File: src/rtl/bpr_pkg.sv
// Shared types and constants for the block pixelate reducer.
`timescale 1ns / 1ps
`default_nettype none
package bpr_pkg;
  localparam int unsigned DEF_MAX_LINE_WIDTH = 4096;
  localparam int unsigned DEF_SAMPLE_BITS    = 16;
  localparam int unsigned DEF_MAX_BLOCK      = 1024;

  localparam int unsigned ACC_W   = 36;
  localparam int unsigned CNT_W   = 21;
  localparam int unsigned PIX_W   = 16;
  localparam int unsigned POS_W   = 12;
  localparam int unsigned CIDX_W  = 3;
  localparam int unsigned CDATA_W = 13;

  localparam logic [1:0] MODE_MIN = 2'd1;
  localparam logic [1:0] MODE_MAX = 2'd2;

  localparam logic [CIDX_W-1:0] REG_BLOCK_WIDTH  = 3'd0;
  localparam logic [CIDX_W-1:0] REG_BLOCK_HEIGHT = 3'd1;
  localparam logic [CIDX_W-1:0] REG_MODE         = 3'd2;
  localparam logic [CIDX_W-1:0] REG_PLANE_WIDTH  = 3'd3;
  localparam logic [CIDX_W-1:0] REG_PLANE_HEIGHT = 3'd4;

  localparam logic [15:0] PLANE_HEIGHT_MAX = 16'd4096;

  typedef enum logic [1:0] {
    ST_IDLE,
    ST_READ,
    ST_DIV,
    ST_PUSH
  } state_e;
endpackage
`default_nettype wire

File: src/rtl/bpr_divider.sv
// Restoring divider that retires one quotient bit per cycle.
`timescale 1ns / 1ps
`default_nettype none
module bpr_divider (
  input  wire logic                       clk_i,
  input  wire logic                       rst_ni,
  input  wire logic                       start_i,
  input  wire logic [bpr_pkg::ACC_W-1:0]  dividend_i,
  input  wire logic [bpr_pkg::CNT_W-1:0]  divisor_i,
  output logic                            done_o,
  output logic [bpr_pkg::ACC_W-1:0]       quotient_o
);
  import bpr_pkg::*;

  localparam int unsigned STEP_W = $clog2(ACC_W + 1);

  logic [ACC_W-1:0]  quo_q, quo_d;
  logic [CNT_W-1:0]  rem_q, rem_d;
  logic [CNT_W-1:0]  dvs_q;
  logic [STEP_W-1:0] step_q, step_d;
  logic              done_q, done_d;
  logic [CNT_W:0]    trial;
  logic [CNT_W:0]    diff;

  always_comb begin
    trial  = {rem_q, quo_q[ACC_W-1]};
    diff   = trial - {1'b0, dvs_q};
    quo_d  = quo_q;
    rem_d  = rem_q;
    step_d = step_q;
    done_d = 1'b0;
    if (step_q != '0) begin
      if (!diff[CNT_W]) begin
        rem_d = diff[CNT_W-1:0];
        quo_d = {quo_q[ACC_W-2:0], 1'b1};
      end else begin
        rem_d = trial[CNT_W-1:0];
        quo_d = {quo_q[ACC_W-2:0], 1'b0};
      end
      step_d = step_q - 1'b1;
      done_d = (step_q == STEP_W'(1));
    end
  end

  always_ff @(posedge clk_i or negedge rst_ni) begin
    if (!rst_ni) begin
      step_q <= '0;
      done_q <= 1'b0;
    end else if (start_i) begin
      step_q <= STEP_W'(ACC_W);
      done_q <= 1'b0;
    end else begin
      step_q <= step_d;
      done_q <= done_d;
    end
  end

  always_ff @(posedge clk_i) begin
    if (start_i) begin
      quo_q <= dividend_i;
      rem_q <= '0;
      dvs_q <= divisor_i;
    end else begin
      quo_q <= quo_d;
      rem_q <= rem_d;
    end
  end

  assign done_o     = done_q;
  assign quotient_o = quo_q;

  a_no_restart: assert property (@(posedge clk_i) disable iff (!rst_ni)
    start_i |-> step_q == '0) else $error("divider restarted while busy");
  a_done_after_last: assert property (@(posedge clk_i) disable iff (!rst_ni)
    (step_q == STEP_W'(1) && !start_i) |=> done_q) else $error("missing done");
  a_done_idle: assert property (@(posedge clk_i) disable iff (!rst_ni)
    done_q |-> step_q == '0) else $error("done while busy");
endmodule
`default_nettype wire

File: config.mk
export PLATFORM = sky130hd
export DESIGN_NAME = bpr_divider
export DESIGN_NICKNAME = d
export VERILOG_FILES = /design/src/rtl/bpr_pkg.sv /design/src/rtl/bpr_divider.sv
export SDC_FILE = /design/constraint.sdc
export NUM_CORES = 1
export LEC_CHECK = 0
export ABC_CLOCK_PERIOD_IN_PS = 4100
export CORE_MARGIN = 5
export CORE_UTILIZATION = 30
export CTS_BUF_LIST = sky130_fd_sc_hd__clkbuf_8 sky130_fd_sc_hd__clkbuf_16
export DETAILED_ROUTE_END_ITERATION = 10
export DONT_BUFFER_PORTS = 1
export SKIP_LAST_GASP = 1
export SLEW_MARGIN = 25
export SYNTH_ARGS = -nofsm -noshare
export SYNTH_HDL_FRONTEND = slang
export SYNTH_SLANG_ARGS = --single-unit
File: constraint.sdc
create_clock -name clk_i -period 4.1 [get_ports clk_i]
set_input_delay 0.205 -clock clk_i [delete_from_list [all_inputs] [get_ports clk_i]]
set_output_delay 0.205 -clock clk_i [all_outputs]
set_load 0.05 [all_outputs]
==> impl_metrics.py <==
metrics = {
    "synth": {
        "synth_edf_count": 57,
        "ys_async_sr_fraction_pct": 8.24,
        "netlist_instances": 453,
        "ys_ff_latch": 85,
        "synth_common_cells": "edfxtp_1 (57), nor2_1 (39), mux2_2 (35), inv_1 (30), nand2_1 (24)",
        "yosys_warnings": 0,
        "ys_top_cells_by_area": "edfxtp_1 (35%), dfxtp_1 (8.7%), mux2_2 (8.2%), ha_1 (6.0%), dfrtp_1 (3.6%)",
        "postSynthAreaPerCell_um2": 10.7,
        "synth.top_cell.area_share_pct": 35.4,
        "synth_nets": 537,
        "syn_area_mm2": 0.00483,
        "yosysMostFrequentCell": "edfxtp_1",
        "synth_flop_cell": "edfxtp_1",
        "ys_seq_area_share_pct": 47.7,
        "yosysTopAreaCell": "edfxtp_1",
        "synth_cell_types": 63,
    },
    "grt": {
        "antenna_found_initial": 0,
        "grt_pass1_wl_um": 20000,
        "grt_util_all_layers_pct": 13.6,
        "gr-total-overflow": 0,
        "grt_pass1_vias": 3761,
        "grt_max_degree": 50,
    },
    "pwr": {
        "ir_drop_mv": 0.351,
        "leakagePower_nw": 2.20,
        "powerDensity_mw_per_mm2": 639,
    },
    "worst_setup_path": {
        "cpMostUsedCell": "o31a_1",
        "crit_path_end_kind": "flip-flop",
        "path_max_fanout": 15,
        "cpPeakStageDelay_ns": 0.70,
        "cp_slowest_cell": "edfxtp_1",
        "critPathArrivalTime_ns": 3.54,
        "cp-start-kind": "flip-flop",
        "critical_path_class": "reg2reg",
        "crit_required_ns": 4.33,
        "path_cells": "inv_1, ha_1, nor2b_1, o31a_1, o21ai_2, o31a_1, a21oi_2, nor2_1, o311a_1",
    },
    "timing": {
        "tightestPinTransition_ns": 0.860,
        "fin_tns_setup_ns": 0,
        "rsz0062_at_grt": "false",
        "drv_slew": 0,
        "whs_ns": 0.0375,
        "post-route-min-period_ns": 3.31,
        "max_freq_mhz": 302,
        "finClkSkew_ns": 0.0106,
        "min_period_over_period_pct": 80.7,
        "final-hold-violation-count": 0,
        "setup_viol": 0,
        "slew_headroom_pct": 42.7,
    },
    "clock_network": {
        "clkTransAtPathRegs_ns": 0.07,
        "cts_root_buffer": "clkbuf_16",
        "htreeDepth": 3,
        "cts_tree": "built",
        "cts_made_buffers": 9,
        "cts.sinks": 85,
        "clk_latency_ns": 0.35,
        "cts_resized": 0,
        "cts_buffer_depth": 2,
    },
    "detailed_routing": {
        "vias": 3681,
        "drt_first_iter_violations": 348,
        "ant_nets": 0,
        "wl_per_cell_um": 18.1,
        "firstDrtPassIters": 4,
        "drt_wl_total_um": 12500,
        "vias_per_cell": 5.33,
        "drc": 0,
    },
    "place": {
        "place_area_mm2": 0.00502,
        "place_congestion": 0.847,
        "io_buffers": 0,
        "hpwlAfterDp_um": 8650,
        "placed_cells": 650,
    },
    "cells_and_area": {
        "drive_gt1_share_pct": 13.7,
        "final_cells": 690,
        "syn2layout_area_growth_pct": 15.1,
        "finalNetCount": 553,
        "final_area_mm2": 0.00556,
        "num_antenna_cells": 0,
    },
    "floorplan": {
        "die_h_um": 137,
        "dieArea_mm2": 0.0188,
        "die_w_um": 137,
        "initial_core_util_pct": 30.5,
        "core-area_mm2": 0.0158,
        "io_pins": 97,
        "row_count": 46,
    },
    "outcome": {
        "status": "complete, no violations",
    },
    "run": {
        "cap_violations": 0,
    },
    "worst_hold_path": {
        "hp-class": "in2reg",
    },
}
## kinds of logic after synthesis
group                    Yosys count  synth area share, %
AO/OA/AOI/OAI                    112                 16.7
XOR/XNOR                          13                 2.36
adder cells (fa/ha/maj)           24                 6.37
buffers and inverters             52                 4.50
flip-flops                        85                 47.7
multiplexers                      39                 8.98
AND/OR/NAND/NOR                  128                 13.3
## placed cells by master, fill, tap and decap left out, drive strengths merged, types with 8 or more instances in the layout
cell type,netlist,routed
nand4,14,14
a311oi,9,9
o21ai,27,27
nor3,10,10
nor2,39,39
clkbuf,10,9
ha,23,23
nand3,10,10
dlygate4sd3,0,23
edfxtp,57,57
a21o,9,9
xnor2,11,11
and3,8,8
mux2,35,35
nand2,24,24
dfxtp,21,21
a21oi,22,22
inv,30,36
## report_power, final
| part | leakage, nW | switching, mW | total [mW] | internal, mW |
|---|---|---|---|---|
| combinational | 1.20 | 0.781 | 1.34 | 0.558 |
| sequential | 0.847 | 0.315 | 1.41 | 1.09 |
| clock | 0.147 | 0.381 | 0.808 | 0.427 |
## path summary, 6_finish.rpt
path                       cells after the start  slack, ns                startpoint                endpoint
max                                            9       0.79  quotient_o[35]$_DFFE_PP_  rem_q[12]$_SDFFE_PP0P_
min                                            1       0.04                   start_i   step_q[5]$_DFFE_PN0P_
max reg2reg                                    9       0.79  quotient_o[35]$_DFFE_PP_  rem_q[12]$_SDFFE_PP0P_
min reg2reg                                    2       0.51     rem_q[1]$_SDFFE_PP0P_   rem_q[1]$_SDFFE_PP0P_
max in group asynchronous                      1       3.66                    rst_ni   step_q[3]$_DFFE_PN0P_
min in group asynchronous                      1       0.19                    rst_ni        done_o$_DFF_PN0_
## registers in the layout (all words and copies together) (netlist names)
name,cells
dvs_q,21
done_o,1
step_q,6
quotient_o,36
rem_q,21
## metal layers
layer  share of wire (%)  track usage [%]  routed length (um)
met1                  42             16.4                5180
met2                  47             22.1                5890
met3                 8.6             4.78                1070
met4                 2.6             5.49                 322
met5                   0                0                   0
## metrics by stage
stage | utilization [%] | power, mW | worst slack, ns
3_5_place_dp | 31.7 | 2.71 | 0.837
3_3_place_gp | 31.7 | 2.67 | 0.947
2_1_floorplan | - | 2.41 | 1.28
4_1_cts | 35.2 | 3.56 | 0.824
6_report | 35.2 | 3.55 | 0.793
5_1_grt | 35.2 | 3.77 | 0.506
## area by class of cell
| class | count | area, um^2 |
|---|---|---|
| Inverter | 30 | 113 |
| Clock buffer | 9 | 225 |
| Fill cell | 1584 | 10300 |
| Clock inverter | 7 | 66.3 |
| Tap cell | 216 | 270 |
| Sequential cell | 85 | 2310 |
| Timing Repair Buffer | 27 | 273 |
| Multi-Input combinational cell | 316 | 2310 |
## worst max-delay path: cells and delay by family, from the launching register on
| kind | cells | cell delay, ns |
|---|---|---|
| buf+inv | 1 | 0.10 |
| flops | 1 | 0.70 |
| fa+ha+maj | 1 | 0.25 |
| simple gates | 2 | 0.43 |
| compound gates | 5 | 1.71 |
## repair_timing
item,4_1_cts,5_1_grt
buffers inserted,0,0
hold endpoints to repair,52,0
hold buffers,24,0
setup endpoints to repair,0,0
No activity file was read; power rests on OpenSTA's default activity.
